--- src/sv/pse_pkg.sv ---
package pse_pkg;

    localparam int MAX_WIDTH_DEF   = 4096;
    localparam int MAX_HEIGHT_DEF  = 4096;
    localparam int BLOCK_LIMIT_DEF = 65535;

    localparam int CFG_W = 13;
    localparam int QUEUE_DEPTH = 4;

    localparam logic [0:0] REG_FRAME_WIDTH  = 1'b0;
    localparam logic [0:0] REG_FRAME_HEIGHT = 1'b1;

    localparam logic [CFG_W-1:0] RESET_WIDTH  = 13'd640;
    localparam logic [CFG_W-1:0] RESET_HEIGHT = 13'd480;

    localparam logic [31:0] CRC_POLY   = 32'hedb88320;
    localparam logic [31:0] CRC_INIT   = 32'hffffffff;
    localparam logic [16:0] ADLER_MOD  = 17'd65521;

    localparam logic [5:0] HDR_IHDR_TYPE = 6'd12;
    localparam logic [5:0] HDR_DATA_END  = 6'd28;
    localparam logic [5:0] HDR_CRC_FIRST = 6'd29;
    localparam logic [5:0] HDR_CRC_LAST  = 6'd32;
    localparam logic [5:0] HDR_LEN_FIRST = 6'd33;
    localparam logic [5:0] HDR_LEN_LAST  = 6'd36;
    localparam logic [5:0] HDR_IDAT_TYPE = 6'd37;
    localparam logic [5:0] HDR_WID_FIRST = 6'd16;
    localparam logic [5:0] HDR_WID_LAST  = 6'd19;
    localparam logic [5:0] HDR_HGT_FIRST = 6'd20;
    localparam logic [5:0] HDR_HGT_LAST  = 6'd23;
    localparam logic [5:0] HDR_LAST      = 6'd42;

    localparam logic [5:0] TRL_ADLER_LAST = 6'd3;
    localparam logic [5:0] TRL_CRC_LAST   = 6'd7;
    localparam logic [5:0] TRL_IEND_TYPE  = 6'd12;
    localparam logic [5:0] TRL_IEND_END   = 6'd15;
    localparam logic [5:0] TRL_LAST       = 6'd19;

    localparam logic [1:0] SUB_FILTER = 2'd0;
    localparam logic [1:0] SUB_RED    = 2'd1;
    localparam logic [1:0] SUB_GREEN  = 2'd2;
    localparam logic [1:0] SUB_BLUE   = 2'd3;

    localparam logic [2:0] BLK_LAST = 3'd4;

    typedef enum logic [1:0] {
        S_IDLE,
        S_HDR,
        S_RAW,
        S_TRL
    } t_state;

    typedef struct packed {
        logic [23:0] pix;
        logic        first;
        logic        row_start;
        logic        last;
    } t_item;

    function automatic logic [31:0] crc_byte(input logic [31:0] crc, input logic [7:0] b);
        logic [31:0] c;
        c = crc ^ {24'd0, b};
        for (int k = 0; k < 8; k++) begin
            c = (c >> 1) ^ (CRC_POLY & {32{c[0]}});
        end
        return c;
    endfunction

    function automatic logic [7:0] be_byte(input logic [31:0] v, input logic [1:0] pos);
        logic [31:0] s;
        s = v >> {2'd3 - pos, 3'd0};
        return s[7:0];
    endfunction

    function automatic logic [7:0] hdr_const(input logic [5:0] idx);
        logic [7:0] b;
        case (idx)
            6'd0:    b = 8'd137;
            6'd1:    b = 8'd80;
            6'd2:    b = 8'd78;
            6'd3:    b = 8'd71;
            6'd4:    b = 8'd13;
            6'd5:    b = 8'd10;
            6'd6:    b = 8'd26;
            6'd7:    b = 8'd10;
            6'd11:   b = 8'd13;
            6'd12:   b = 8'd73;
            6'd13:   b = 8'd72;
            6'd14:   b = 8'd68;
            6'd15:   b = 8'd82;
            6'd24:   b = 8'd8;
            6'd25:   b = 8'd2;
            6'd37:   b = 8'd73;
            6'd38:   b = 8'd68;
            6'd39:   b = 8'd65;
            6'd40:   b = 8'd84;
            6'd41:   b = 8'h78;
            6'd42:   b = 8'h01;
            default: b = 8'd0;
        endcase
        return b;
    endfunction

    function automatic logic [7:0] trl_const(input logic [5:0] idx);
        logic [7:0] b;
        case (idx)
            6'd12:   b = 8'd73;
            6'd13:   b = 8'd69;
            6'd14:   b = 8'd78;
            6'd15:   b = 8'd68;
            default: b = 8'd0;
        endcase
        return b;
    endfunction

endpackage

--- src/sv/pse_front.sv ---
module pse_front #(
    parameter int MAX_WIDTH  = pse_pkg::MAX_WIDTH_DEF,
    parameter int MAX_HEIGHT = pse_pkg::MAX_HEIGHT_DEF,
    localparam int W_W = $clog2(MAX_WIDTH + 1),
    localparam int H_W = $clog2(MAX_HEIGHT + 1)
) (
    input  logic                 i_clk,
    input  logic                 i_rst_n,
    input  logic                 i_clear,
    input  logic [W_W-1:0]       i_eff_width,
    input  logic [H_W-1:0]       i_eff_height,
    input  logic                 i_in_valid,
    input  logic [31:0]          i_pixel_value,
    input  logic                 i_full,
    output logic                 o_push,
    output pse_pkg::t_item       o_item
);

    logic [W_W-1:0] r_col;
    logic [H_W-1:0] r_row;
    logic           end_col;
    logic           end_row;

    assign o_push  = i_in_valid && !i_full;
    assign end_col = (r_col == i_eff_width - W_W'(1));
    assign end_row = (r_row == i_eff_height - H_W'(1));

    always_comb begin
        o_item.pix       = i_pixel_value[23:0];
        o_item.first     = (r_col == '0) && (r_row == '0);
        o_item.row_start = (r_col == '0);
        o_item.last      = end_col && end_row;
    end

    always_ff @(posedge i_clk) begin
        if (!i_rst_n || i_clear) begin
            r_col <= '0;
            r_row <= '0;
        end else if (o_push) begin
            if (end_col) begin
                r_col <= '0;
                r_row <= end_row ? '0 : r_row + H_W'(1);
            end else begin
                r_col <= r_col + W_W'(1);
            end
        end
    end

endmodule

--- src/sv/pse_queue.sv ---
module pse_queue (
    input  logic           i_clk,
    input  logic           i_rst_n,
    input  logic           i_clear,
    input  logic           i_push,
    input  pse_pkg::t_item i_item,
    output logic           o_full,
    output logic           o_valid,
    output pse_pkg::t_item o_item,
    input  logic           i_pop
);

    localparam int DEPTH = pse_pkg::QUEUE_DEPTH;
    localparam int PTR_W = $clog2(DEPTH);

    pse_pkg::t_item r_mem [DEPTH];
    logic [PTR_W-1:0] r_wr;
    logic [PTR_W-1:0] r_rd;
    logic [PTR_W:0]   r_count;
    logic             do_pop;

    assign o_full  = (r_count == (PTR_W+1)'(DEPTH));
    assign o_valid = (r_count != '0);
    assign o_item  = r_mem[r_rd];
    assign do_pop  = i_pop && o_valid;

    always_ff @(posedge i_clk) begin
        if (i_push) begin
            r_mem[r_wr] <= i_item;
        end
    end

    always_ff @(posedge i_clk) begin
        if (!i_rst_n || i_clear) begin
            r_wr    <= '0;
            r_rd    <= '0;
            r_count <= '0;
        end else begin
            if (i_push) begin
                r_wr <= r_wr + PTR_W'(1);
            end
            if (do_pop) begin
                r_rd <= r_rd + PTR_W'(1);
            end
            if (i_push && !do_pop) begin
                r_count <= r_count + (PTR_W+1)'(1);
            end else if (do_pop && !i_push) begin
                r_count <= r_count - (PTR_W+1)'(1);
            end
        end
    end

endmodule

--- src/sv/pse_len.sv ---
module pse_len #(
    parameter int MAX_WIDTH   = pse_pkg::MAX_WIDTH_DEF,
    parameter int MAX_HEIGHT  = pse_pkg::MAX_HEIGHT_DEF,
    parameter int BLOCK_LIMIT = pse_pkg::BLOCK_LIMIT_DEF,
    localparam int W_W   = $clog2(MAX_WIDTH + 1),
    localparam int H_W   = $clog2(MAX_HEIGHT + 1),
    localparam int RAW_W = $clog2(MAX_HEIGHT * (3 * MAX_WIDTH + 1) + 1)
) (
    input  logic             i_clk,
    input  logic             i_rst_n,
    input  logic             i_start,
    input  logic [W_W-1:0]   i_eff_width,
    input  logic [H_W-1:0]   i_eff_height,
    output logic [RAW_W-1:0] o_raw_total,
    output logic [31:0]      o_zlen
);

    // The block count is a ceiling division by the block limit, done as a
    // multiplication by a scaled reciprocal that is exact for every numerator.
    localparam int NUM_W = $clog2(MAX_HEIGHT * (3 * MAX_WIDTH + 1) + BLOCK_LIMIT);
    localparam int SHIFT = NUM_W + $clog2(BLOCK_LIMIT + 1);
    localparam logic [63:0] RECIP =
        ((64'd1 << SHIFT) + 64'(BLOCK_LIMIT) - 64'd1) / 64'(BLOCK_LIMIT);
    localparam logic [31:0] RECIP_LO = RECIP[31:0];
    localparam logic [31:0] RECIP_HI = RECIP[63:32];

    logic [W_W+1:0]     row_bytes;
    logic [W_W+H_W+1:0] product;
    logic [RAW_W-1:0]   r_raw;
    logic [NUM_W-1:0]   r_num;
    logic [NUM_W+31:0]  r_plo;
    logic [NUM_W+31:0]  r_phi;
    logic [NUM_W+63:0]  full_prod;
    logic [NUM_W-1:0]   r_q;
    logic [2:0]         r_step;

    assign row_bytes = {1'b0, i_eff_width, 1'b0} + (W_W+2)'(i_eff_width) + (W_W+2)'(1);
    assign product   = (W_W+H_W+2)'(i_eff_height) * (W_W+H_W+2)'(row_bytes);
    assign full_prod = {r_phi, 32'd0} + (NUM_W+64)'(r_plo);
    assign o_raw_total = r_raw;

    always_ff @(posedge i_clk) begin
        if (i_start) begin
            r_raw <= RAW_W'(product);
            r_num <= NUM_W'(product) + NUM_W'(BLOCK_LIMIT - 1);
        end
        if (r_step[0]) begin
            r_plo <= (NUM_W+32)'(r_num) * (NUM_W+32)'(RECIP_LO);
            r_phi <= (NUM_W+32)'(r_num) * (NUM_W+32)'(RECIP_HI);
        end
        if (r_step[1]) begin
            r_q <= full_prod[SHIFT +: NUM_W];
        end
        if (r_step[2]) begin
            o_zlen <= 32'(r_raw) + (32'(r_q) << 2) + 32'(r_q) + 32'd6;
        end
    end

    always_ff @(posedge i_clk) begin
        if (!i_rst_n) begin
            r_step <= '0;
        end else begin
            r_step <= {r_step[1:0], i_start};
        end
    end

endmodule

--- src/sv/pse_back.sv ---
module pse_back #(
    parameter int MAX_WIDTH   = pse_pkg::MAX_WIDTH_DEF,
    parameter int MAX_HEIGHT  = pse_pkg::MAX_HEIGHT_DEF,
    parameter int BLOCK_LIMIT = pse_pkg::BLOCK_LIMIT_DEF,
    localparam int W_W   = $clog2(MAX_WIDTH + 1),
    localparam int H_W   = $clog2(MAX_HEIGHT + 1),
    localparam int RAW_W = $clog2(MAX_HEIGHT * (3 * MAX_WIDTH + 1) + 1)
) (
    input  logic             i_clk,
    input  logic             i_rst_n,
    input  logic             i_clear,
    input  logic             i_q_valid,
    input  pse_pkg::t_item   i_q_item,
    output logic             o_q_pop,
    input  logic [W_W-1:0]   i_eff_width,
    input  logic [H_W-1:0]   i_eff_height,
    input  logic [RAW_W-1:0] i_raw_total,
    input  logic [31:0]      i_zlen,
    output logic             o_out_valid,
    input  logic             i_out_stall,
    output logic [7:0]       o_out_byte,
    output logic             o_last_of_run,
    output logic             o_end_of_image
);

    pse_pkg::t_state r_state, n_state;
    logic [5:0]      r_idx, n_idx;
    pse_pkg::t_item  r_item, n_item;
    logic [2:0]      r_bidx;
    logic            r_hdr_ok;
    logic [RAW_W-1:0] r_offset;
    logic [15:0]     r_fill;
    logic [15:0]     r_adl;
    logic [15:0]     r_adh;
    logic [31:0]     r_crc;

    logic        adv;
    logic        need_blk;
    logic        emit;
    logic [7:0]  byte_out;
    logic        fold;
    logic        crc_rst;
    logic        raw_emit;
    logic        last_flag;
    logic        eoi_flag;
    logic        fire;
    logic [RAW_W-1:0] rem;
    logic        bfinal;
    logic [15:0] len_now;
    logic [31:0] crc_in;
    logic [31:0] n_crc;
    logic [16:0] adl_sum, adh_sum;
    logic [16:0] adl_next, adh_next;
    logic [16:0] fill_inc;
    logic [1:0]  pos_m3;

    assign adv      = !o_out_valid || !i_out_stall;
    assign need_blk = (r_state == pse_pkg::S_RAW) && (r_fill == '0) && !r_hdr_ok;
    assign fire     = adv && emit;
    assign rem      = i_raw_total - r_offset;
    assign bfinal   = (32'(rem) <= 32'(BLOCK_LIMIT));
    assign len_now  = bfinal ? 16'(rem) : 16'(BLOCK_LIMIT);
    assign pos_m3   = r_idx[1:0] + 2'd3;

    always_comb begin
        emit      = 1'b0;
        byte_out  = 8'd0;
        fold      = 1'b0;
        crc_rst   = 1'b0;
        raw_emit  = 1'b0;
        last_flag = 1'b0;
        eoi_flag  = 1'b0;
        unique case (r_state)
            pse_pkg::S_IDLE: begin
                emit = 1'b0;
            end
            pse_pkg::S_HDR: begin
                emit    = 1'b1;
                crc_rst = (r_idx == pse_pkg::HDR_IHDR_TYPE) ||
                          (r_idx == pse_pkg::HDR_IDAT_TYPE);
                fold    = ((r_idx >= pse_pkg::HDR_IHDR_TYPE) &&
                           (r_idx <= pse_pkg::HDR_DATA_END)) ||
                          (r_idx >= pse_pkg::HDR_IDAT_TYPE);
                if (r_idx >= pse_pkg::HDR_WID_FIRST && r_idx <= pse_pkg::HDR_WID_LAST) begin
                    byte_out = pse_pkg::be_byte(32'(i_eff_width), r_idx[1:0]);
                end else if (r_idx >= pse_pkg::HDR_HGT_FIRST &&
                             r_idx <= pse_pkg::HDR_HGT_LAST) begin
                    byte_out = pse_pkg::be_byte(32'(i_eff_height), r_idx[1:0]);
                end else if (r_idx >= pse_pkg::HDR_CRC_FIRST &&
                             r_idx <= pse_pkg::HDR_CRC_LAST) begin
                    byte_out = pse_pkg::be_byte(~r_crc, pos_m3);
                end else if (r_idx >= pse_pkg::HDR_LEN_FIRST &&
                             r_idx <= pse_pkg::HDR_LEN_LAST) begin
                    byte_out = pse_pkg::be_byte(i_zlen, pos_m3);
                end else begin
                    byte_out = pse_pkg::hdr_const(r_idx);
                end
            end
            pse_pkg::S_RAW: begin
                emit = 1'b1;
                fold = 1'b1;
                if (need_blk) begin
                    unique case (r_bidx)
                        3'd0:    byte_out = {7'd0, bfinal};
                        3'd1:    byte_out = len_now[7:0];
                        3'd2:    byte_out = len_now[15:8];
                        3'd3:    byte_out = ~len_now[7:0];
                        default: byte_out = ~len_now[15:8];
                    endcase
                end else begin
                    raw_emit = 1'b1;
                    unique case (r_idx[1:0])
                        pse_pkg::SUB_FILTER: byte_out = 8'd0;
                        pse_pkg::SUB_RED:    byte_out = r_item.pix[23:16];
                        pse_pkg::SUB_GREEN:  byte_out = r_item.pix[15:8];
                        default:             byte_out = r_item.pix[7:0];
                    endcase
                    last_flag = (r_idx[1:0] == pse_pkg::SUB_BLUE) && !r_item.last;
                end
            end
            default: begin
                emit    = 1'b1;
                crc_rst = (r_idx == pse_pkg::TRL_IEND_TYPE);
                fold    = (r_idx <= pse_pkg::TRL_ADLER_LAST) ||
                          ((r_idx >= pse_pkg::TRL_IEND_TYPE) &&
                           (r_idx <= pse_pkg::TRL_IEND_END));
                if (r_idx <= pse_pkg::TRL_ADLER_LAST) begin
                    byte_out = pse_pkg::be_byte({r_adh, r_adl}, r_idx[1:0]);
                end else if (r_idx <= pse_pkg::TRL_CRC_LAST) begin
                    byte_out = pse_pkg::be_byte(~r_crc, r_idx[1:0]);
                end else if (r_idx > pse_pkg::TRL_IEND_END) begin
                    byte_out = pse_pkg::be_byte(~r_crc, r_idx[1:0]);
                end else begin
                    byte_out = pse_pkg::trl_const(r_idx);
                end
                last_flag = (r_idx == pse_pkg::TRL_LAST);
                eoi_flag  = (r_idx == pse_pkg::TRL_LAST);
            end
        endcase
    end

    always_comb begin
        n_state = r_state;
        n_idx   = r_idx;
        n_item  = r_item;
        o_q_pop = 1'b0;
        unique case (r_state)
            pse_pkg::S_IDLE: begin
                if (i_q_valid) begin
                    o_q_pop = 1'b1;
                    n_item  = i_q_item;
                    n_state = i_q_item.first ? pse_pkg::S_HDR : pse_pkg::S_RAW;
                    n_idx   = (i_q_item.first || i_q_item.row_start) ? 6'd0 : 6'd1;
                end
            end
            pse_pkg::S_HDR: begin
                if (fire) begin
                    if (r_idx == pse_pkg::HDR_LAST) begin
                        n_state = pse_pkg::S_RAW;
                        n_idx   = 6'd0;
                    end else begin
                        n_idx = r_idx + 6'd1;
                    end
                end
            end
            pse_pkg::S_RAW: begin
                if (fire && raw_emit) begin
                    if (r_idx[1:0] != pse_pkg::SUB_BLUE) begin
                        n_idx = r_idx + 6'd1;
                    end else if (r_item.last) begin
                        n_state = pse_pkg::S_TRL;
                        n_idx   = 6'd0;
                    end else if (i_q_valid) begin
                        o_q_pop = 1'b1;
                        n_item  = i_q_item;
                        n_state = i_q_item.first ? pse_pkg::S_HDR : pse_pkg::S_RAW;
                        n_idx   = (i_q_item.first || i_q_item.row_start) ? 6'd0 : 6'd1;
                    end else begin
                        n_state = pse_pkg::S_IDLE;
                    end
                end
            end
            default: begin
                if (fire) begin
                    if (r_idx != pse_pkg::TRL_LAST) begin
                        n_idx = r_idx + 6'd1;
                    end else if (i_q_valid) begin
                        o_q_pop = 1'b1;
                        n_item  = i_q_item;
                        n_state = i_q_item.first ? pse_pkg::S_HDR : pse_pkg::S_RAW;
                        n_idx   = (i_q_item.first || i_q_item.row_start) ? 6'd0 : 6'd1;
                    end else begin
                        n_state = pse_pkg::S_IDLE;
                    end
                end
            end
        endcase
    end

    always_comb begin
        crc_in   = crc_rst ? pse_pkg::CRC_INIT : r_crc;
        n_crc    = fold ? pse_pkg::crc_byte(crc_in, byte_out) : r_crc;
        adl_sum  = {1'b0, r_adl} + {9'd0, byte_out};
        adl_next = (adl_sum >= pse_pkg::ADLER_MOD) ? adl_sum - pse_pkg::ADLER_MOD : adl_sum;
        adh_sum  = {1'b0, r_adh} + adl_next;
        adh_next = (adh_sum >= pse_pkg::ADLER_MOD) ? adh_sum - pse_pkg::ADLER_MOD : adh_sum;
        fill_inc = {1'b0, r_fill} + 17'd1;
    end

    always_ff @(posedge i_clk) begin
        r_item <= n_item;
        r_idx  <= n_idx;
        if (adv) begin
            o_out_byte     <= byte_out;
            o_last_of_run  <= last_flag;
            o_end_of_image <= eoi_flag;
        end
    end

    always_ff @(posedge i_clk) begin
        if (!i_rst_n || i_clear) begin
            r_state     <= pse_pkg::S_IDLE;
            r_bidx      <= '0;
            r_hdr_ok    <= 1'b0;
            r_offset    <= '0;
            r_fill      <= '0;
            r_adl       <= 16'd1;
            r_adh       <= '0;
            r_crc       <= pse_pkg::CRC_INIT;
            o_out_valid <= 1'b0;
        end else begin
            r_state <= n_state;
            if (adv) begin
                o_out_valid <= emit;
            end
            if (fire) begin
                r_crc <= n_crc;
                if (need_blk) begin
                    if (r_bidx == pse_pkg::BLK_LAST) begin
                        r_bidx   <= '0;
                        r_hdr_ok <= 1'b1;
                    end else begin
                        r_bidx <= r_bidx + 3'd1;
                    end
                end
                if (raw_emit) begin
                    r_adl    <= adl_next[15:0];
                    r_adh    <= adh_next[15:0];
                    r_offset <= r_offset + RAW_W'(1);
                    r_fill   <= (fill_inc >= 17'(BLOCK_LIMIT)) ? 16'd0 : fill_inc[15:0];
                    r_hdr_ok <= 1'b0;
                end
                if (eoi_flag) begin
                    r_hdr_ok <= 1'b0;
                    r_offset <= '0;
                    r_fill   <= '0;
                    r_adl    <= 16'd1;
                    r_adh    <= '0;
                    r_crc    <= pse_pkg::CRC_INIT;
                end
            end
        end
    end

    a_eoi_is_last: assert property (@(posedge i_clk) disable iff (!i_rst_n)
        o_out_valid && o_end_of_image |-> o_last_of_run)
        else $error("end of image without end of run");

    a_hdr_first: assert property (@(posedge i_clk) disable iff (!i_rst_n)
        r_state == pse_pkg::S_HDR |-> r_item.first)
        else $error("file header for a pixel that does not open an image");

    a_blk_whole: assert property (@(posedge i_clk) disable iff (!i_rst_n)
        r_bidx != '0 |-> r_state == pse_pkg::S_RAW && r_fill == '0 && !r_hdr_ok)
        else $error("stored block header interrupted");

    a_pop_valid: assert property (@(posedge i_clk) disable iff (!i_rst_n)
        o_q_pop |-> i_q_valid)
        else $error("pop from an empty queue");

endmodule

--- src/sv/png_stored_image_encoder_core.sv ---
// Throughput: one output byte per cycle unless the output stalls or the pixel queue runs empty;
// a pixel gives 3 bytes (4 at a row start), plus 5 bytes at each stored block boundary,
// 43 bytes before the first pixel and 20 after the last.
// The byte sequencer behind the four-entry pixel queue sets this rate.
// Reset is synchronous and active low; it restores the default geometry and clears the image.
// After reset or a register write the IDAT length unit recomputes the raw total and the length.
module png_stored_image_encoder_core #(
    parameter int MAX_WIDTH   = pse_pkg::MAX_WIDTH_DEF,
    parameter int MAX_HEIGHT  = pse_pkg::MAX_HEIGHT_DEF,
    parameter int BLOCK_LIMIT = pse_pkg::BLOCK_LIMIT_DEF
) (
    input  logic                      i_clk,
    input  logic                      i_rst_n,
    input  logic                      i_cfg_we,
    input  logic [0:0]                i_cfg_index,
    input  logic [pse_pkg::CFG_W-1:0] i_cfg_data,
    input  logic                      i_in_valid,
    output logic                      o_in_stall,
    input  logic [31:0]               i_pixel_value,
    output logic                      o_out_valid,
    input  logic                      i_out_stall,
    output logic [7:0]                o_out_byte,
    output logic                      o_last_of_run,
    output logic                      o_end_of_image
);

    localparam int W_W   = $clog2(MAX_WIDTH + 1);
    localparam int H_W   = $clog2(MAX_HEIGHT + 1);
    localparam int RAW_W = $clog2(MAX_HEIGHT * (3 * MAX_WIDTH + 1) + 1);

    logic [pse_pkg::CFG_W-1:0] r_width;
    logic [pse_pkg::CFG_W-1:0] r_height;
    logic                      r_recalc;
    logic [W_W-1:0]            eff_width;
    logic [H_W-1:0]            eff_height;
    logic                      push;
    logic                      full;
    pse_pkg::t_item            front_item;
    logic                      q_valid;
    pse_pkg::t_item            q_item;
    logic                      q_pop;
    logic [RAW_W-1:0]          raw_total;
    logic [31:0]               zlen;

    assign o_in_stall = full;

    always_comb begin
        if (r_width < pse_pkg::CFG_W'(2)) begin
            eff_width = W_W'(2);
        end else if (32'(r_width) > 32'(MAX_WIDTH)) begin
            eff_width = W_W'(MAX_WIDTH);
        end else begin
            eff_width = W_W'(r_width);
        end
        if (r_height == '0) begin
            eff_height = H_W'(1);
        end else if (32'(r_height) > 32'(MAX_HEIGHT)) begin
            eff_height = H_W'(MAX_HEIGHT);
        end else begin
            eff_height = H_W'(r_height);
        end
    end

    always_ff @(posedge i_clk) begin
        if (!i_rst_n) begin
            r_width  <= pse_pkg::RESET_WIDTH;
            r_height <= pse_pkg::RESET_HEIGHT;
            r_recalc <= 1'b1;
        end else begin
            r_recalc <= i_cfg_we;
            if (i_cfg_we) begin
                unique case (i_cfg_index)
                    pse_pkg::REG_FRAME_WIDTH:  r_width  <= i_cfg_data;
                    pse_pkg::REG_FRAME_HEIGHT: r_height <= i_cfg_data;
                endcase
            end
        end
    end

    pse_front #(
        .MAX_WIDTH  (MAX_WIDTH),
        .MAX_HEIGHT (MAX_HEIGHT)
    ) u_front (
        .i_clk         (i_clk),
        .i_rst_n       (i_rst_n),
        .i_clear       (i_cfg_we),
        .i_eff_width   (eff_width),
        .i_eff_height  (eff_height),
        .i_in_valid    (i_in_valid),
        .i_pixel_value (i_pixel_value),
        .i_full        (full),
        .o_push        (push),
        .o_item        (front_item)
    );

    pse_queue u_queue (
        .i_clk   (i_clk),
        .i_rst_n (i_rst_n),
        .i_clear (i_cfg_we),
        .i_push  (push),
        .i_item  (front_item),
        .o_full  (full),
        .o_valid (q_valid),
        .o_item  (q_item),
        .i_pop   (q_pop)
    );

    pse_len #(
        .MAX_WIDTH   (MAX_WIDTH),
        .MAX_HEIGHT  (MAX_HEIGHT),
        .BLOCK_LIMIT (BLOCK_LIMIT)
    ) u_len (
        .i_clk        (i_clk),
        .i_rst_n      (i_rst_n),
        .i_start      (r_recalc),
        .i_eff_width  (eff_width),
        .i_eff_height (eff_height),
        .o_raw_total  (raw_total),
        .o_zlen       (zlen)
    );

    pse_back #(
        .MAX_WIDTH   (MAX_WIDTH),
        .MAX_HEIGHT  (MAX_HEIGHT),
        .BLOCK_LIMIT (BLOCK_LIMIT)
    ) u_back (
        .i_clk          (i_clk),
        .i_rst_n        (i_rst_n),
        .i_clear        (i_cfg_we),
        .i_q_valid      (q_valid),
        .i_q_item       (q_item),
        .o_q_pop        (q_pop),
        .i_eff_width    (eff_width),
        .i_eff_height   (eff_height),
        .i_raw_total    (raw_total),
        .i_zlen         (zlen),
        .o_out_valid    (o_out_valid),
        .i_out_stall    (i_out_stall),
        .o_out_byte     (o_out_byte),
        .o_last_of_run  (o_last_of_run),
        .o_end_of_image (o_end_of_image)
    );

endmodule

--- config.mk ---
export PLATFORM = sky130hd
export DESIGN_NAME = png_stored_image_encoder_core
export DESIGN_NICKNAME = d
export VERILOG_FILES = /design/src/sv/pse_pkg.sv /design/src/sv/pse_front.sv /design/src/sv/pse_queue.sv /design/src/sv/pse_len.sv /design/src/sv/pse_back.sv /design/src/sv/png_stored_image_encoder_core.sv
export SDC_FILE = /design/constraint.sdc
export NUM_CORES = 2
export LEC_CHECK = 0
export BUFFER_PORTS_ARGS = -buffer_cell sky130_fd_sc_hd__buf_4
export CAP_MARGIN = 20
export CORE_MARGIN = 5
export CORE_UTILIZATION = 60
export DETAILED_ROUTE_END_ITERATION = 7
export PLACE_DENSITY = 0.88
export SKIP_CTS_REPAIR_TIMING = 1
export SYNTH_ARGS = -nofsm -noshare
export SYNTH_HDL_FRONTEND = slang
export SYNTH_HIERARCHICAL = 1
export SYNTH_SLANG_ARGS = --single-unit
--- constraint.sdc ---
create_clock -name i_clk -period 28.3 [get_ports i_clk]
set_clock_uncertainty 0.15 [all_clocks]
set_input_delay 0 -clock i_clk [delete_from_list [all_inputs] [get_ports i_clk]]
set_output_delay 0 -clock i_clk [all_outputs]
set_load 0.02 [all_outputs]
==> results <==
- In the finished design, the share of the clock period the worst path needs comes to 0.457.
- Leaving out fill and tap cells, the most frequent cell in the layout is sky130_fd_sc_hd__inv_1.
- Before antenna repair, the detailed router went through 7 iterations.
- The required time of the worst setup path is about 29 ns.
- Counting I/O delays and the setup requirement, the final critical path takes 12.92 ns.
- The sequential share of the synthesized area is 0.312.
- Of the total power, combinational logic draws 0.533.
- For this run, the post-layout net count is 4,271.
- The register-to-register setup slack is 15.38 ns.
- The synthesized design contains roughly 440 register bits.
- From bottom edge to top edge, the die measures approximately 250 um.
- The floorplan row count is 89.
- The via count of the first global-routing pass is 28,600.
- STA classifies the critical path endpoint as a flop.
- Across every metal layer, demand over resource in global routing totals 0.279.
- The highest clock rate is around 77 MHz.
- The number of antenna diodes in the final layout is 0.
- The residual DRC count is 0.
- Synthesis produced 3,758 cells.
- Global routing finished with a remaining overflow of 0.
- The final route contains 30,000 vias.
- In this run, synthesis inferred approximately 250 flip-flops with an integrated enable.
- The core outline area is 59,100 um2.
- Detailed placement finished with a half-perimeter wire length of 65.6 mm.
- The setup total negative slack is 0 ns.
- The maximum number of pins on one net before global-route repair is 53.
- The initial utilization of the core area, before any placement, comes to 0.608.
- The H-tree was split into 2 levels.
- Wires add up to 97.0 mm.
- The I/O pin count is 63.
- The clock sink count is ~440.
- The area of the die is around 65,000 um2.
- The mean instance size in the synthesized netlist is 9.56 um2.
- The library cell occupying the most area in the post-synthesis netlist is sky130_fd_sc_hd__edfxtp_1.
- The number of buffers created by CTS is 46.
- In this design, the largest share of critical-path delay is due to compound AO/OA/AOI/OAI gates.
- Summed over all nets, the switching power comes to approximately 1.4 mW.
- Ranked by total cell area, the synthesized netlist is headed by sky130_fd_sc_hd__edfxtp_1 21%, sky130_fd_sc_hd__dfxtp_1 10%, sky130_fd_sc_hd__ha_1 10%.
- In this run the clock root is driven by a sky130_fd_sc_hd__clkbuf_16.
- For this run, the number of Yosys warnings is 6.
- The area share of the largest cell type after synthesis is 0.208.
- In this run the static leakage power is 15.7 nW.
- Along the worst path, the maximum fanout reaches 48.
- The most crowded layer after global routing is met2.
- The end-of-flow core utilization is 0.660.
- The first global-routing pass estimated 148 mm of wire.
- Of the cells placed in the final design, the portion with a size suffix greater than 1 is 0.0908.
- For this run, global-route usage on met1 was measured as 0.365.
- Power spread over the standard cell area amounts to 85.2 nW/um2.
- The most used flip-flop cell after synthesis is sky130_fd_sc_hd__edfxtp_1.
- The met2 track demand over resource in global routing is 0.460.
- The maximum clock insertion buffer count is 3.
- The critical-path cell with the highest stage delay is sky130_fd_sc_hd__a2111oi_4.
- The later pin in the worst-skew pair is clocked with a latency of roughly 0.6 ns.
- The arrival time at the worst endpoint is 13.26 ns.
- The total count of max-transition violations in the final report was 0.
- For met3 alone, demand over resource in global routing was 0.0504.
- On the worst path, the slowest cell contributes a delay of 0.82 ns.
- Setup repair after global routing left no endpoint under its margin.
- The type of the worst setup path is flop to flop.
- Compared with the post-synthesis result, the final layout area differs by 8.64%.
- The cell-internal power is 1.89 mW.
- The count of final hold-check violations is 1.
- For the pin with the worst max-slew slack, the measured transition is 1.05 ns.
- The critical path buffer and inverter count is 2.
- From left edge to right edge, the die measures ~250 um.
- The setup slack of the critical path after layout is ~15 ns.
- In the final routed layout, each cell accounts on average for 21.2 um.
- The number of DRC markers in iteration 0 is 4,064.
- Routability-driven placement finished with a final weighted congestion of 0.945.
- The sequential cell fraction of total power is 0.263.
- Setup violations remaining at the end of the flow were counted as 0.
- STA classifies the critical path startpoint as a flop.
- After clock tree synthesis, the clock-pin slew on the worst setup and hold paths is 0.07 ns.
- The final reports fail on hold timing.
- The count of buffers added on input and output ports is 54.
- The share of power burned in the clock network is 0.203.
- The worst hold slack is -0.00189 ns.
- The number of antenna violations at the first check in global routing is 1.
- The max-capacitance violation count is 0.
- Measured against its own limit, the worst slew margin works out to 0.295.
- The flow ran to the end, but the final reports show violations.
- TritonCTS built the clock tree.
- In this run, distinct cell masters in the synthesized netlist total 116.
- The maximum VDD drop is 114 uV.
- The number of antenna-violating nets in the routed design is 0.
- The type of the worst min-delay path is primary input to flop.
- The minimum setup slack after placement is 15.75 ns.
- After detailed routing, the number of vias per cell comes to 6.55.
- The mapped netlist covers 35,900 um2.
- The top cell types in the final layout, fill and taps aside, are 339 x sky130_fd_sc_hd__inv_1, 318 x sky130_fd_sc_hd__nand2_1, 286 x sky130_fd_sc_hd__ha_1.
- The async set-or-reset flop fraction in the synthesized netlist is 0.
- The switching part of the total is 0.432.
## worst register-to-register path: cells and delay by family, from the launching register on
kind	cells	cell delay (ns)
adder cells (fa/ha/maj)	3	1.32
XOR/XNOR	2	0.51
flip-flops	1	0.38
AND/OR/NAND/NOR	10	3.63
buffers and inverters	2	0.87
multiplexers	2	0.42
AO/OA/AOI/OAI	22	5.56
## through the flow
step / cell area (um2) / total power, mW / cells / hold slack [ns]
CTS: 38400 / 3.26 / 4522 / -0.563
global placement: 36700 / 2.49 / 4437 / 0.0524
detailed placement: 36700 / 2.57 / 4437 / 0.0562
finish: 39000 / 3.33 / 4585 / -0.00189
floorplan: 36000 / 2.15 / 3762 / -0.0770
global route: 39000 / 3.52 / 4585 / -0.00373
## power groups by stage
| stage | combinational, mW | sequential (mW) | clock (mW) |
|---|---|---|---|
| final | 1.77 | 0.876 | 0.677 |
| after detailed placement | 1.68 | 0.882 | 0 |
| after global placement | 1.61 | 0.879 | 0 |
| after CTS | 1.72 | 0.870 | 0.675 |
| after floorplan | 1.30 | 0.848 | 0 |
| after global routing | 1.94 | 0.879 | 0.707 |
## sequential cells by signal, indices dropped and copies added, names as in the netlist, 2 cells and up, named ones only
register and flops:
r_height 13, r_width 13, u_back/o_out_byte 8, u_back/r_adh 16, u_back/r_adl 16, u_back/r_bidx 3
u_back/r_crc 32, u_back/r_fill 16, u_back/r_idx 6, u_back/r_item 25, u_back/r_offset 26, u_back/r_state 2
u_front/r_col 13, u_front/r_row 13, u_len/o_raw_total 26, u_len/o_zlen 27, u_len/r_num 25, u_len/r_plo 11
u_len/r_q 11, u_len/r_step 3, u_queue/r_count 3, u_queue/r_mem 108, u_queue/r_rd 2, u_queue/r_wr 2
## final timing paths
kind	startpoint	endpoint	depth (start not counted)
hold reg to reg	u_len/r_plo[46]	u_len/r_q[4]	0
setup / recovery	u_back/r_idx[0]	u_back/r_adh[1]	41
setup reg to reg	u_back/r_idx[0]	u_back/r_adh[1]	41
hold / removal	i_pixel_value[5]	u_queue/r_mem[2][8]	2
## layout make-up
| type | instances | area [um2] |
|---|---|---|
| Clock buffer | 52 | 1190 |
| Clock inverter | 33 | 480 |
| Fill cell | 4057 | 20100 |
| Inverter | 340 | 1280 |
| Multi-Input combinational cell | 2787 | 22500 |
| Sequential cell | 435 | 11200 |
| Tap cell | 773 | 967 |
| Timing Repair Buffer | 165 | 1400 |
## metal layers
layer,routed length [um],share of wire
met5,0,0
met4,5530,0.057
met3,9920,0.10
met2,45700,0.47
met1,35900,0.37
## synth_stat cells (42+ instances only)
master	number
sky130_fd_sc_hd__dfxtp_1	186
sky130_fd_sc_hd__fa_1	159
sky130_fd_sc_hd__nand2_1	318
sky130_fd_sc_hd__inv_1	339
sky130_fd_sc_hd__and2_1	136
sky130_fd_sc_hd__a21oi_1	141
sky130_fd_sc_hd__ha_1	286
sky130_fd_sc_hd__nand2b_1	42
sky130_fd_sc_hd__mux4_2	52
sky130_fd_sc_hd__clkbuf_1	120
sky130_fd_sc_hd__nor2_1	259
sky130_fd_sc_hd__nand4_1	50
sky130_fd_sc_hd__nor3_1	63
sky130_fd_sc_hd__nand3_1	111
sky130_fd_sc_hd__nor2b_1	74
sky130_fd_sc_hd__xor2_1	89
sky130_fd_sc_hd__xnor2_1	184
sky130_fd_sc_hd__o21ai_0	174
sky130_fd_sc_hd__edfxtp_1	249
## logic make-up (layout without fill, tap and decap cells)
kind of cell | Yosys count | count (layout) | synth area share
AOI/OAI and AO/OA | 705 | 705 | 0.136
xor gates and xnor gates | 289 | 289 | 0.0756
adders and majority gates | 445 | 445 | 0.188
buffers and inverters | 540 | 590 | 0.0627
DFF | 435 | 435 | 0.312
muxes | 107 | 107 | 0.0514
other | 1 | 5 | 0.000104
and+or+nand+nor | 1236 | 1236 | 0.175
Note: power is estimated with default switching activity, not from simulation.
